## src/rtl/core/tslw_pkg.sv

```systemverilog
// Package for the twist slew limiter with watchdog.
// Holds field widths, action/status/register codes and the configuration struct.
// No dependencies.
package tslw_pkg;

    localparam int unsigned VEL_W   = 16;
    localparam int unsigned LIM_W   = 15;
    localparam int unsigned ACC_W   = 16;
    localparam int unsigned IVL_W   = 16;
    localparam int unsigned TIME_W  = 32;
    localparam int unsigned CFG_IDX_W  = 3;
    localparam int unsigned CFG_DATA_W = 32;

    // Input action codes
    localparam logic [1:0] ACT_CMD  = 2'd0;
    localparam logic [1:0] ACT_TICK = 2'd1;
    localparam logic [1:0] ACT_STOP = 2'd2;

    // Result status codes
    localparam logic [1:0] ST_NONE    = 2'd0;
    localparam logic [1:0] ST_UPDATE  = 2'd1;
    localparam logic [1:0] ST_TIMEOUT = 2'd2;

    // Register indexes
    localparam logic [CFG_IDX_W-1:0] REG_MAX_LIN  = 3'd0;
    localparam logic [CFG_IDX_W-1:0] REG_MAX_ANG  = 3'd1;
    localparam logic [CFG_IDX_W-1:0] REG_ACC_LIN  = 3'd2;
    localparam logic [CFG_IDX_W-1:0] REG_ACC_ANG  = 3'd3;
    localparam logic [CFG_IDX_W-1:0] REG_INTERVAL = 3'd4;
    localparam logic [CFG_IDX_W-1:0] REG_TIMEOUT  = 3'd5;

    // Register reset values
    localparam logic [LIM_W-1:0]  RST_MAX_LIN  = 15'd3277;
    localparam logic [LIM_W-1:0]  RST_MAX_ANG  = 15'd10240;
    localparam logic [ACC_W-1:0]  RST_ACC_LIN  = 16'd3355;
    localparam logic [ACC_W-1:0]  RST_ACC_ANG  = 16'd12583;
    localparam logic [IVL_W-1:0]  RST_INTERVAL = 16'd20;
    localparam logic [TIME_W-1:0] RST_TIMEOUT  = 32'd350;

    typedef struct packed {
        logic [LIM_W-1:0]  max_linear;
        logic [LIM_W-1:0]  max_angular;
        logic [ACC_W-1:0]  accel_linear;
        logic [ACC_W-1:0]  accel_angular;
        logic [IVL_W-1:0]  update_interval;
        logic [TIME_W-1:0] command_timeout;
    } t_cfg;

endpackage

```

## src/rtl/core/tslw_cmd_if.sv

```systemverilog
// Input channel: action, time stamp and commanded velocity.
// Depends on tslw_pkg.
interface tslw_cmd_if;
    import tslw_pkg::*;

    logic                     valid;
    logic                     ready;
    logic [1:0]               action;
    logic [TIME_W-1:0]        now_ms;
    logic signed [VEL_W-1:0]  cmd_vx;
    logic signed [VEL_W-1:0]  cmd_vy;
    logic signed [VEL_W-1:0]  cmd_wz;

    modport source (output valid, action, now_ms, cmd_vx, cmd_vy, cmd_wz, input ready);
    modport sink   (input valid, action, now_ms, cmd_vx, cmd_vy, cmd_wz, output ready);
endinterface

```

## src/rtl/core/tslw_res_if.sv

```systemverilog
// Result channel: status and current ramped velocity.
// Depends on tslw_pkg.
interface tslw_res_if;
    import tslw_pkg::*;

    logic                     valid;
    logic                     ready;
    logic [1:0]               status;
    logic signed [VEL_W-1:0]  out_vx;
    logic signed [VEL_W-1:0]  out_vy;
    logic signed [VEL_W-1:0]  out_wz;

    modport source (output valid, status, out_vx, out_vy, out_wz, input ready);
    modport sink   (input valid, status, out_vx, out_vy, out_wz, output ready);
endinterface

```

## src/rtl/core/tslw_cfg.sv

```systemverilog
// Configuration register bank, written through a plain write port.
// Depends on tslw_pkg.
module tslw_cfg (
    input  logic                              i_clk,
    input  logic                              i_rst_n,
    input  logic                              i_cfg_we,
    input  logic [tslw_pkg::CFG_IDX_W-1:0]    i_cfg_idx,
    input  logic [tslw_pkg::CFG_DATA_W-1:0]   i_cfg_data,
    output tslw_pkg::t_cfg                    o_cfg
);
    import tslw_pkg::*;

    t_cfg r_cfg;

    // Register writes; out-of-range indexes are dropped
    always_ff @(posedge i_clk) begin
        if (!i_rst_n) begin
            r_cfg.max_linear      <= RST_MAX_LIN;
            r_cfg.max_angular     <= RST_MAX_ANG;
            r_cfg.accel_linear    <= RST_ACC_LIN;
            r_cfg.accel_angular   <= RST_ACC_ANG;
            r_cfg.update_interval <= RST_INTERVAL;
            r_cfg.command_timeout <= RST_TIMEOUT;
        end else if (i_cfg_we) begin
            unique case (i_cfg_idx)
                REG_MAX_LIN:  r_cfg.max_linear      <= i_cfg_data[LIM_W-1:0];
                REG_MAX_ANG:  r_cfg.max_angular     <= i_cfg_data[LIM_W-1:0];
                REG_ACC_LIN:  r_cfg.accel_linear    <= i_cfg_data[ACC_W-1:0];
                REG_ACC_ANG:  r_cfg.accel_angular   <= i_cfg_data[ACC_W-1:0];
                REG_INTERVAL: r_cfg.update_interval <= i_cfg_data[IVL_W-1:0];
                REG_TIMEOUT:  r_cfg.command_timeout <= i_cfg_data[TIME_W-1:0];
                default: begin
                end
            endcase
        end
    end

    assign o_cfg = r_cfg;
endmodule

```

## src/rtl/core/tslw_ramp.sv

```systemverilog
// Ramp step size: (accel * elapsed) >> 10, saturated to 16 bits.
// Depends on tslw_pkg.
module tslw_ramp (
    input  logic [tslw_pkg::ACC_W-1:0]  i_accel,
    input  logic [tslw_pkg::TIME_W-1:0] i_elapsed,
    output logic [tslw_pkg::VEL_W-1:0]  o_delta
);
    import tslw_pkg::*;

    localparam int unsigned PROD_W = ACC_W + TIME_W;

    logic [PROD_W-1:0]    w_prod;
    logic [PROD_W-11:0]   w_scaled;

    // 16 x 32 product, drop the 10 fraction bits
    assign w_prod   = PROD_W'(i_accel) * PROD_W'(i_elapsed);
    assign w_scaled = w_prod[PROD_W-1:10];

    // Saturate at full 16-bit step
    assign o_delta = (|w_scaled[PROD_W-11:VEL_W]) ? {VEL_W{1'b1}} : w_scaled[VEL_W-1:0];
endmodule

```

## src/rtl/core/tslw_axis.sv

```systemverilog
// One axis: move the current velocity toward the goal by at most delta.
// Depends on tslw_pkg.
module tslw_axis (
    input  logic signed [tslw_pkg::VEL_W-1:0] i_cur,
    input  logic signed [tslw_pkg::VEL_W-1:0] i_goal,
    input  logic [tslw_pkg::VEL_W-1:0]        i_delta,
    output logic signed [tslw_pkg::VEL_W-1:0] o_next
);
    import tslw_pkg::*;

    localparam int unsigned EXT_W = VEL_W + 2;

    logic signed [EXT_W-1:0] w_cur;
    logic signed [EXT_W-1:0] w_goal;
    logic signed [EXT_W-1:0] w_delta;
    logic signed [EXT_W-1:0] w_up;
    logic signed [EXT_W-1:0] w_dn;

    // Widened so cur +/- delta cannot wrap
    assign w_cur   = EXT_W'(i_cur);
    assign w_goal  = EXT_W'(i_goal);
    assign w_delta = $signed({2'b00, i_delta});
    assign w_up    = w_cur + w_delta;
    assign w_dn    = w_cur - w_delta;

    // Bounded step; a clipped result always lies between cur and goal
    always_comb begin
        if (w_goal > w_up) begin
            o_next = w_up[VEL_W-1:0];
        end else if (w_goal < w_dn) begin
            o_next = w_dn[VEL_W-1:0];
        end else begin
            o_next = i_goal;
        end
    end
endmodule

```

## src/rtl/core/twist_slew_limiter_with_watchdog_core.sv

```systemverilog
// Top level of the twist slew limiter with watchdog.
// Depends on tslw_pkg, tslw_cmd_if, tslw_res_if, tslw_cfg, tslw_ramp, tslw_axis.

// Velocity slew limiter with command watchdog. Each transaction on i_cmd
// (command, tick or stop) yields exactly one transaction on o_res carrying a
// status and the current ramped vx, vy, wz (signed Q4.12). A transaction is
// captured in an input register and resolved by single-pass logic (clamp,
// one 16x32 multiply per axis class, bounded step) into the result register
// once it is free, which also updates the goal/current state, so one
// transaction per cycle is sustained while o_res is ready; o_res.valid is
// driven from the result register. Backpressure on o_res holds the result
// register; one more transaction can wait in the input register, after which
// i_cmd.ready drops until o_res drains.
// Time is modular 32-bit milliseconds. Configuration is written through
// i_cfg_we/i_cfg_idx/i_cfg_data and must only change while the block is idle.
module twist_slew_limiter_with_watchdog_core (
    input  logic                              i_clk,
    input  logic                              i_rst_n,
    input  logic                              i_cfg_we,
    input  logic [tslw_pkg::CFG_IDX_W-1:0]    i_cfg_idx,
    input  logic [tslw_pkg::CFG_DATA_W-1:0]   i_cfg_data,
    tslw_cmd_if.sink                          i_cmd,
    tslw_res_if.source                        o_res
);
    import tslw_pkg::*;

    t_cfg w_cfg;

    // Input register
    logic                     r_in_valid;
    logic [1:0]               r_in_action;
    logic [TIME_W-1:0]        r_in_now;
    logic signed [VEL_W-1:0]  r_in_vx;
    logic signed [VEL_W-1:0]  r_in_vy;
    logic signed [VEL_W-1:0]  r_in_wz;

    // Block state
    logic signed [VEL_W-1:0]  r_goal_vx, r_goal_vy, r_goal_wz;
    logic signed [VEL_W-1:0]  r_now_vx, r_now_vy, r_now_wz;
    logic [TIME_W-1:0]        r_last_upd;
    logic [TIME_W-1:0]        r_last_cmd;
    logic                     r_force;
    logic                     r_running;

    logic signed [VEL_W-1:0]  n_goal_vx, n_goal_vy, n_goal_wz;
    logic signed [VEL_W-1:0]  n_now_vx, n_now_vy, n_now_wz;
    logic [TIME_W-1:0]        n_last_upd;
    logic [TIME_W-1:0]        n_last_cmd;
    logic                     n_force;
    logic                     n_running;
    logic [1:0]               n_status;

    // Result register
    logic                     r_out_valid;
    logic [1:0]               r_status;
    logic signed [VEL_W-1:0]  r_out_vx, r_out_vy, r_out_wz;

    logic                     w_adv;
    logic                     w_fire;
    logic [TIME_W-1:0]        w_since_cmd;
    logic [TIME_W-1:0]        w_since_upd;
    logic [TIME_W-1:0]        w_elapsed;
    logic                     w_timeout;
    logic                     w_due;
    logic [VEL_W-1:0]         w_dlin;
    logic [VEL_W-1:0]         w_dang;
    logic signed [VEL_W-1:0]  w_step_vx, w_step_vy, w_step_wz;

    function automatic logic signed [VEL_W-1:0] clamp_sym(
        input logic signed [VEL_W-1:0] v,
        input logic [LIM_W-1:0]        lim
    );
        logic signed [VEL_W:0] v_x;
        logic signed [VEL_W:0] hi;
        logic signed [VEL_W:0] res;
        v_x = (VEL_W+1)'(v);
        hi  = $signed({2'b00, lim});
        if (v_x < -hi) begin
            res = -hi;
        end else if (v_x > hi) begin
            res = hi;
        end else begin
            res = v_x;
        end
        return res[VEL_W-1:0];
    endfunction

    tslw_cfg u_cfg (
        .i_clk      (i_clk),
        .i_rst_n    (i_rst_n),
        .i_cfg_we   (i_cfg_we),
        .i_cfg_idx  (i_cfg_idx),
        .i_cfg_data (i_cfg_data),
        .o_cfg      (w_cfg)
    );

    // Handshake: result register drains or is empty -> pipeline advances
    assign w_adv       = !r_out_valid || o_res.ready;
    assign i_cmd.ready = !r_in_valid || w_adv;
    assign w_fire      = r_in_valid && w_adv;

    always_ff @(posedge i_clk) begin
        if (!i_rst_n) begin
            r_in_valid <= 1'b0;
        end else if (i_cmd.valid && i_cmd.ready) begin
            r_in_valid <= 1'b1;
        end else if (w_adv) begin
            r_in_valid <= 1'b0;
        end
    end

    always_ff @(posedge i_clk) begin
        if (i_cmd.valid && i_cmd.ready) begin
            r_in_action <= i_cmd.action;
            r_in_now    <= i_cmd.now_ms;
            r_in_vx     <= i_cmd.cmd_vx;
            r_in_vy     <= i_cmd.cmd_vy;
            r_in_wz     <= i_cmd.cmd_wz;
        end
    end

    // Watchdog and interval checks in modular time
    assign w_since_cmd = r_in_now - r_last_cmd;
    assign w_since_upd = r_in_now - r_last_upd;
    assign w_timeout   = r_running && (w_since_cmd > w_cfg.command_timeout);
    assign w_due       = r_running
                         && (r_force || (w_since_upd >= TIME_W'(w_cfg.update_interval)));
    // First update after reset uses the nominal interval
    assign w_elapsed   = (r_last_upd == '0) ? TIME_W'(w_cfg.update_interval) : w_since_upd;

    tslw_ramp u_ramp_lin (
        .i_accel   (w_cfg.accel_linear),
        .i_elapsed (w_elapsed),
        .o_delta   (w_dlin)
    );

    tslw_ramp u_ramp_ang (
        .i_accel   (w_cfg.accel_angular),
        .i_elapsed (w_elapsed),
        .o_delta   (w_dang)
    );

    tslw_axis u_axis_vx (.i_cur(r_now_vx), .i_goal(r_goal_vx), .i_delta(w_dlin),
                         .o_next(w_step_vx));
    tslw_axis u_axis_vy (.i_cur(r_now_vy), .i_goal(r_goal_vy), .i_delta(w_dlin),
                         .o_next(w_step_vy));
    tslw_axis u_axis_wz (.i_cur(r_now_wz), .i_goal(r_goal_wz), .i_delta(w_dang),
                         .o_next(w_step_wz));

    // Next state per action
    always_comb begin
        n_goal_vx  = r_goal_vx;
        n_goal_vy  = r_goal_vy;
        n_goal_wz  = r_goal_wz;
        n_now_vx   = r_now_vx;
        n_now_vy   = r_now_vy;
        n_now_wz   = r_now_wz;
        n_last_upd = r_last_upd;
        n_last_cmd = r_last_cmd;
        n_force    = r_force;
        n_running  = r_running;
        n_status   = ST_NONE;
        case (r_in_action)
            ACT_CMD: begin
                n_goal_vx  = clamp_sym(r_in_vx, w_cfg.max_linear);
                n_goal_vy  = clamp_sym(r_in_vy, w_cfg.max_linear);
                n_goal_wz  = clamp_sym(r_in_wz, w_cfg.max_angular);
                n_force    = 1'b1;
                n_last_cmd = r_in_now;
                n_running  = 1'b1;
            end
            ACT_STOP: begin
                n_goal_vx = '0;
                n_goal_vy = '0;
                n_goal_wz = '0;
                n_now_vx  = '0;
                n_now_vy  = '0;
                n_now_wz  = '0;
                n_force   = 1'b1;
                n_running = 1'b0;
            end
            ACT_TICK: begin
                if (w_timeout) begin
                    n_goal_vx = '0;
                    n_goal_vy = '0;
                    n_goal_wz = '0;
                    n_now_vx  = '0;
                    n_now_vy  = '0;
                    n_now_wz  = '0;
                    n_force   = 1'b1;
                    n_running = 1'b0;
                    n_status  = ST_TIMEOUT;
                end else if (w_due) begin
                    n_now_vx   = w_step_vx;
                    n_now_vy   = w_step_vy;
                    n_now_wz   = w_step_wz;
                    n_last_upd = r_in_now;
                    n_force    = 1'b0;
                    n_status   = ST_UPDATE;
                end
            end
            default: begin
            end
        endcase
    end

    // State and result registers
    always_ff @(posedge i_clk) begin
        if (!i_rst_n) begin
            r_goal_vx   <= '0;
            r_goal_vy   <= '0;
            r_goal_wz   <= '0;
            r_now_vx    <= '0;
            r_now_vy    <= '0;
            r_now_wz    <= '0;
            r_last_upd  <= '0;
            r_last_cmd  <= '0;
            r_force     <= 1'b1;
            r_running   <= 1'b0;
            r_out_valid <= 1'b0;
        end else begin
            if (w_fire) begin
                r_goal_vx  <= n_goal_vx;
                r_goal_vy  <= n_goal_vy;
                r_goal_wz  <= n_goal_wz;
                r_now_vx   <= n_now_vx;
                r_now_vy   <= n_now_vy;
                r_now_wz   <= n_now_wz;
                r_last_upd <= n_last_upd;
                r_last_cmd <= n_last_cmd;
                r_force    <= n_force;
                r_running  <= n_running;
            end
            if (w_adv) begin
                r_out_valid <= r_in_valid;
            end
        end
    end

    always_ff @(posedge i_clk) begin
        if (w_fire) begin
            r_status <= n_status;
            r_out_vx <= n_now_vx;
            r_out_vy <= n_now_vy;
            r_out_wz <= n_now_wz;
        end
    end

    assign o_res.valid  = r_out_valid;
    assign o_res.status = r_status;
    assign o_res.out_vx = r_out_vx;
    assign o_res.out_vy = r_out_vy;
    assign o_res.out_wz = r_out_wz;

    // A timeout result always reports a stopped chassis
    a_timeout_zero: assert property (@(posedge i_clk) disable iff (!i_rst_n)
        (o_res.valid && o_res.status == ST_TIMEOUT)
            |-> (o_res.out_vx == '0 && o_res.out_vy == '0 && o_res.out_wz == '0))
        else $error("timeout result with nonzero velocity");

    // An idle block never reports a ramp update
    a_idle_no_update: assert property (@(posedge i_clk) disable iff (!i_rst_n)
        (w_fire && !r_running) |=> (r_status != ST_UPDATE))
        else $error("ramp update while not running");

    // A ramp update clears the forced-update flag
    a_force_clear: assert property (@(posedge i_clk) disable iff (!i_rst_n)
        (w_fire && r_in_action == ACT_TICK && !w_timeout && w_due) |=> !r_force)
        else $error("force flag not cleared by update");

    // An empty result register never blocks the input side
    a_ready_free: assert property (@(posedge i_clk) disable iff (!i_rst_n)
        !r_out_valid |-> i_cmd.ready)
        else $error("input stalled with empty result register");

    // A stalled result holds the state
    a_state_hold: assert property (@(posedge i_clk) disable iff (!i_rst_n)
        (r_out_valid && !o_res.ready) |=> $stable(r_now_vx) && $stable(r_running))
        else $error("state changed while result stalled");
endmodule
```

## src/flat_wrapper.sv

```systemverilog
// flat-port wrapper written by rule: the top's interface ports become plain ports
module twist_slew_limiter_with_watchdog_core_flat import tslw_pkg::*;
  (i_clk, i_rst_n, i_cfg_we, i_cfg_idx, i_cfg_data, i_cmd_valid, i_cmd_action, i_cmd_now_ms, i_cmd_cmd_vx, i_cmd_cmd_vy, i_cmd_cmd_wz, i_cmd_ready, o_res_valid, o_res_status, o_res_out_vx, o_res_out_vy, o_res_out_wz, o_res_ready);
  tslw_cmd_if i_cmd_i ();
  tslw_res_if o_res_i ();
  input  logic i_clk;
  input  logic i_rst_n;
  input  logic i_cfg_we;
  input  logic [tslw_pkg::CFG_IDX_W-1:0] i_cfg_idx;
  input  logic [tslw_pkg::CFG_DATA_W-1:0] i_cfg_data;
  input wire logic [$bits(i_cmd_i.valid)-1:0] i_cmd_valid;
  input wire logic [$bits(i_cmd_i.action)-1:0] i_cmd_action;
  input wire logic [$bits(i_cmd_i.now_ms)-1:0] i_cmd_now_ms;
  input wire logic [$bits(i_cmd_i.cmd_vx)-1:0] i_cmd_cmd_vx;
  input wire logic [$bits(i_cmd_i.cmd_vy)-1:0] i_cmd_cmd_vy;
  input wire logic [$bits(i_cmd_i.cmd_wz)-1:0] i_cmd_cmd_wz;
  output wire logic [$bits(i_cmd_i.ready)-1:0] i_cmd_ready;
  output wire logic [$bits(o_res_i.valid)-1:0] o_res_valid;
  output wire logic [$bits(o_res_i.status)-1:0] o_res_status;
  output wire logic [$bits(o_res_i.out_vx)-1:0] o_res_out_vx;
  output wire logic [$bits(o_res_i.out_vy)-1:0] o_res_out_vy;
  output wire logic [$bits(o_res_i.out_wz)-1:0] o_res_out_wz;
  input wire logic [$bits(o_res_i.ready)-1:0] o_res_ready;
  assign i_cmd_i.valid = i_cmd_valid;
  assign i_cmd_i.action = i_cmd_action;
  assign i_cmd_i.now_ms = i_cmd_now_ms;
  assign i_cmd_i.cmd_vx = i_cmd_cmd_vx;
  assign i_cmd_i.cmd_vy = i_cmd_cmd_vy;
  assign i_cmd_i.cmd_wz = i_cmd_cmd_wz;
  assign i_cmd_ready = i_cmd_i.ready;
  assign o_res_valid = o_res_i.valid;
  assign o_res_status = o_res_i.status;
  assign o_res_out_vx = o_res_i.out_vx;
  assign o_res_out_vy = o_res_i.out_vy;
  assign o_res_out_wz = o_res_i.out_wz;
  assign o_res_i.ready = o_res_ready;
  twist_slew_limiter_with_watchdog_core u_core (.i_clk(i_clk), .i_rst_n(i_rst_n), .i_cfg_we(i_cfg_we), .i_cfg_idx(i_cfg_idx), .i_cfg_data(i_cfg_data), .i_cmd(i_cmd_i), .o_res(o_res_i));
endmodule
```

## config.mk

```make
export PLATFORM = sky130hd
export DESIGN_NAME = twist_slew_limiter_with_watchdog_core_flat
export DESIGN_NICKNAME = d
export VERILOG_FILES = /design/src/rtl/core/tslw_pkg.sv /design/src/rtl/core/tslw_cmd_if.sv /design/src/rtl/core/tslw_res_if.sv /design/src/rtl/core/tslw_cfg.sv /design/src/rtl/core/tslw_ramp.sv /design/src/rtl/core/tslw_axis.sv /design/src/rtl/core/twist_slew_limiter_with_watchdog_core.sv /design/src/flat_wrapper.sv
export SDC_FILE = /design/constraint.sdc
export NUM_CORES = 2
export LEC_CHECK = 0
export BUFFER_PORTS_ARGS = -buffer_cell sky130_fd_sc_hd__buf_4
export CORE_MARGIN = 4
export CORE_UTILIZATION = 61
export DETAILED_ROUTE_END_ITERATION = 7
export GPL_TIMING_DRIVEN = 0
export MAX_ROUTING_LAYER = met4
export PLACE_DENSITY = 0.78
export SLEW_MARGIN = 20
export SYNTH_ARGS = -nofsm -noshare
export SYNTH_HDL_FRONTEND = slang
export SYNTH_SLANG_ARGS = --single-unit
```

## constraint.sdc

```tcl
create_clock -name i_clk -period 21.5 [get_ports i_clk]
set_input_delay 2.15 -clock i_clk [delete_from_list [all_inputs] [get_ports i_clk]]
set_output_delay 2.15 -clock i_clk [all_outputs]
set_load 0.1 [all_outputs]
```

==> impl_metrics.py <==
metrics = {
    "run_status": {
        "status": "finished clean",
    },
    "synth": {
        "synth_seq_cells": 406,
        "syn_avg_cell_area_um2": 8.55,
        "synth_top_cell_area_share_pct": 27.0,
        "yosysTopAreaCell": "fa_1",
        "synthArstFlopShare_pct": 0,
        "yosysSeqAreaShare_pct": 15.1,
        "yosys.cell_types.count": 95,
        "synth_area_leaders": "fa_1, ha_1, dfxtp_1, nand2_1, edfxtp_1",
        "syn-num-nets": 8909,
        "syn_inst": 7299,
        "ys.flop_type": "dfxtp_1",
        "ys_warn_count": 0,
        "synth_enable_flop_cells": 132,
        "synth_area_um2": 62400,
    },
    "place": {
        "post_dp_cell_area_um2": 65600,
        "place_congestion": 1.05,
        "port_buffers": 171,
        "dpl.hpwl_um": 173000,
    },
    "setup_path": {
        "r2r_setup_slack_ns": 2.46,
        "path_class": "reg -> reg",
        "cp_slowest_cell": "xnor2_1",
        "crit_fanout": 10,
        "arrival_ns": 19.49,
        "end_kind": "flop",
        "cp-start-kind": "flop",
        "slowest_delay_ns": 0.92,
        "required_ns": 21.95,
    },
    "timing": {
        "rsz0062_at_grt": "no",
        "setup_tns_ns": 0,
        "fin_crit_sh_pct": 88.6,
        "fmax_ghz": 0.0525,
        "finClkSkew_ns": 0.0410,
        "setup_viol": 0,
        "hold_viol": 0,
        "worst_pin_slew_ns": 1.21,
        "drv_slew": 0,
        "slew_headroom_pct": 19.2,
        "finalCriticalPeriod_ns": 19.04,
    },
    "clock_network": {
        "clock-sinks": 406,
        "cts-resized-gates": 0,
        "cts_hold_buf": 0,
        "clock_path_buffers": 3,
        "cts_buffers": 45,
        "cts_root_buf": "clkbuf_16",
        "clock_latency_ns": 0.64,
        "clk_pin_slew_ns": 0.06,
        "cts_setup_buffers": 0,
        "cts_tree": "done",
        "h-tree-depth": 2,
    },
    "layout": {
        "utilization_pct": 66.1,
        "final_cell_mix": "nand2_1, inv_1, fa_1",
        "areaGrowthSynthToFinish_pct": 7.70,
        "final_area_um2": 67200,
        "layout_commonest_cell": "nand2_1",
        "drive_gt1_share_pct": 4.71,
        "nets": 9138,
    },
    "routing": {
        "drtPass1Iterations": 6,
        "post_drt_wl_per_cell_um": 23.4,
        "drt-vias-per-instance": 6.16,
        "remaining_drc_errors": 0,
        "wl_um": 209000,
        "drt_iter0_markers": 5580,
        "vias": 55100,
        "antenna_left": 0,
    },
    "grt": {
        "grt_pass1_vias": 54500,
        "grt_max_degree": 53,
        "use_met3_pct": 9.54,
        "top_usage_layer": "met2",
        "met1_usage_pct": 52.2,
        "grtUsageMet2_pct": 59.1,
        "grt_pass1_wl_um": 318000,
        "antenna_found_initial": 7,
        "grt.total_usage_pct": 39.8,
        "grt-ovfl-total": 0,
    },
    "floorplanning": {
        "die_area_um2": 107000,
        "dieWidth_um": 328,
        "rows": 117,
        "pin_count": 174,
        "core_area_um2": 102000,
        "die_h_um": 328,
        "initial_core_util_pct": 61.4,
    },
    "run": {
        "cap_viol_max_count": 0,
    },
    "power_and_ir_drop": {
        "total_leakage_power_uw": 0.0290,
        "p_per_area_nw_per_um2": 56.0,
        "ir_worst_vdd_mv": 0.0750,
    },
    "hold_path": {
        "hp-class": "reg -> reg",
    },
}
path summary, 6_finish.rpt:
| check | from | end | depth (start not counted) |
|---|---|---|---|
| max | u_core.r_in_now[8] | u_core.o_res.out_wz[5] | 55 |
| min | u_core.r_last_cmd[12] | u_core.r_last_cmd[12] | 2 |
| max reg2reg | u_core.r_in_now[8] | u_core.o_res.out_wz[5] | 55 |
| min reg2reg | u_core.r_last_cmd[12] | u_core.r_last_cmd[12] | 2 |
cell usage after synthesis, drive strengths merged, types with 150 or more instances:
cell,number
and2,374
dfxtp,274
nand2,1138
clkbuf,355
nor2,228
a21oi,440
fa,842
inv,1059
ha,646
o21ai,220
xnor2,164
a21o,150
registers in the layout, summed over array words and instances, names as in the netlist:
| register | count |
|---|---|
| u_core.r_goal_wz | 16 |
| u_core.r_last_upd | 32 |
| u_core.r_force | 1 |
| u_core.r_running | 1 |
| u_core.o_res.out_vy | 16 |
| u_core.r_last_cmd | 32 |
| u_core.r_in_vy | 16 |
| u_core.r_goal_vy | 16 |
| u_core.r_in_action | 2 |
| u_core.r_in_vx | 16 |
| u_core.r_in_valid | 1 |
| u_core.o_res.valid | 1 |
| u_core.r_now_vx | 16 |
| u_core.o_res.status | 2 |
| u_core.u_cfg.o_cfg | 110 |
| u_core.r_in_wz | 16 |
| u_core.o_res.out_wz | 16 |
| u_core.r_now_vy | 16 |
| u_core.r_in_now | 32 |
| u_core.o_res.out_vx | 16 |
| u_core.r_goal_vx | 16 |
| u_core.r_now_wz | 16 |
metrics by stage:
| step | hold slack (ns) | power [uW] | setup WS (ns) | instances |
|---|---|---|---|---|
| after floorplan | 0.425 | 2260 | 7.25 | 7299 |
| after global placement | 0.442 | 2830 | 3.30 | 8838 |
| after detailed placement | 0.447 | 2880 | 2.91 | 8849 |
| after CTS | 0.454 | 3740 | 2.82 | 8933 |
| after global routing | 0.473 | 4010 | 1.73 | 8938 |
| final | 0.455 | 3760 | 2.46 | 8941 |
layout make-up:
type | instances | area, um^2
multi-input cells | 5440 | 47500
clock inverters | 36 | 480
diodes | 8 | 20.0
repair buffers | 182 | 1420
well taps | 1368 | 1710
inverters | 1063 | 3990
flip-flops and latches | 406 | 9450
clock buffers | 48 | 1140
plain buffers | 390 | 1530
fillers | 8767 | 34400
routing by layer:
| metal | up-vias | wire [um] |
|---|---|---|
| li1 | 24400 | - |
| met1 | 27000 | 82500 |
| met2 | 3085 | 90200 |
| met3 | 645 | 24400 |
| met4 | 0 | 11700 |
| met5 | - | 0 |
logic make-up (layout without fill, tap and decap cells):
kind of cell	after synthesis	count (layout)	share of synthesized area, %
flip-flops	406	406	15.1
other	0	8	0
buffers and inverters	1453	1719	8.85
multiplexers	85	85	1.42
XOR/XNOR	214	214	3.00
adder cells (fa/ha/maj)	1488	1488	40.0
AND/OR/NAND/NOR	2322	2322	17.5
AO/OA/AOI/OAI	1331	1331	14.1
power breakdown:
part           internal (uW)  switching (uW)  leakage, uW
Combinational            728            1330       0.0247
Sequential               815            34.2      0.00351
Clock                    490             369     0.000781
Total                   2030            1730       0.0290
critical path, delay by kind of cell, from the launching register on:
family          cells  cell delay (ns)
flops               1             0.54
simple gates       13             3.46
mux                 2             0.62
compound gates     19             6.28
xor+xnor            2             1.13
fa+ha+maj          10             4.43
buf+inv             9             2.38
Power figures use the tool's default switching activity.
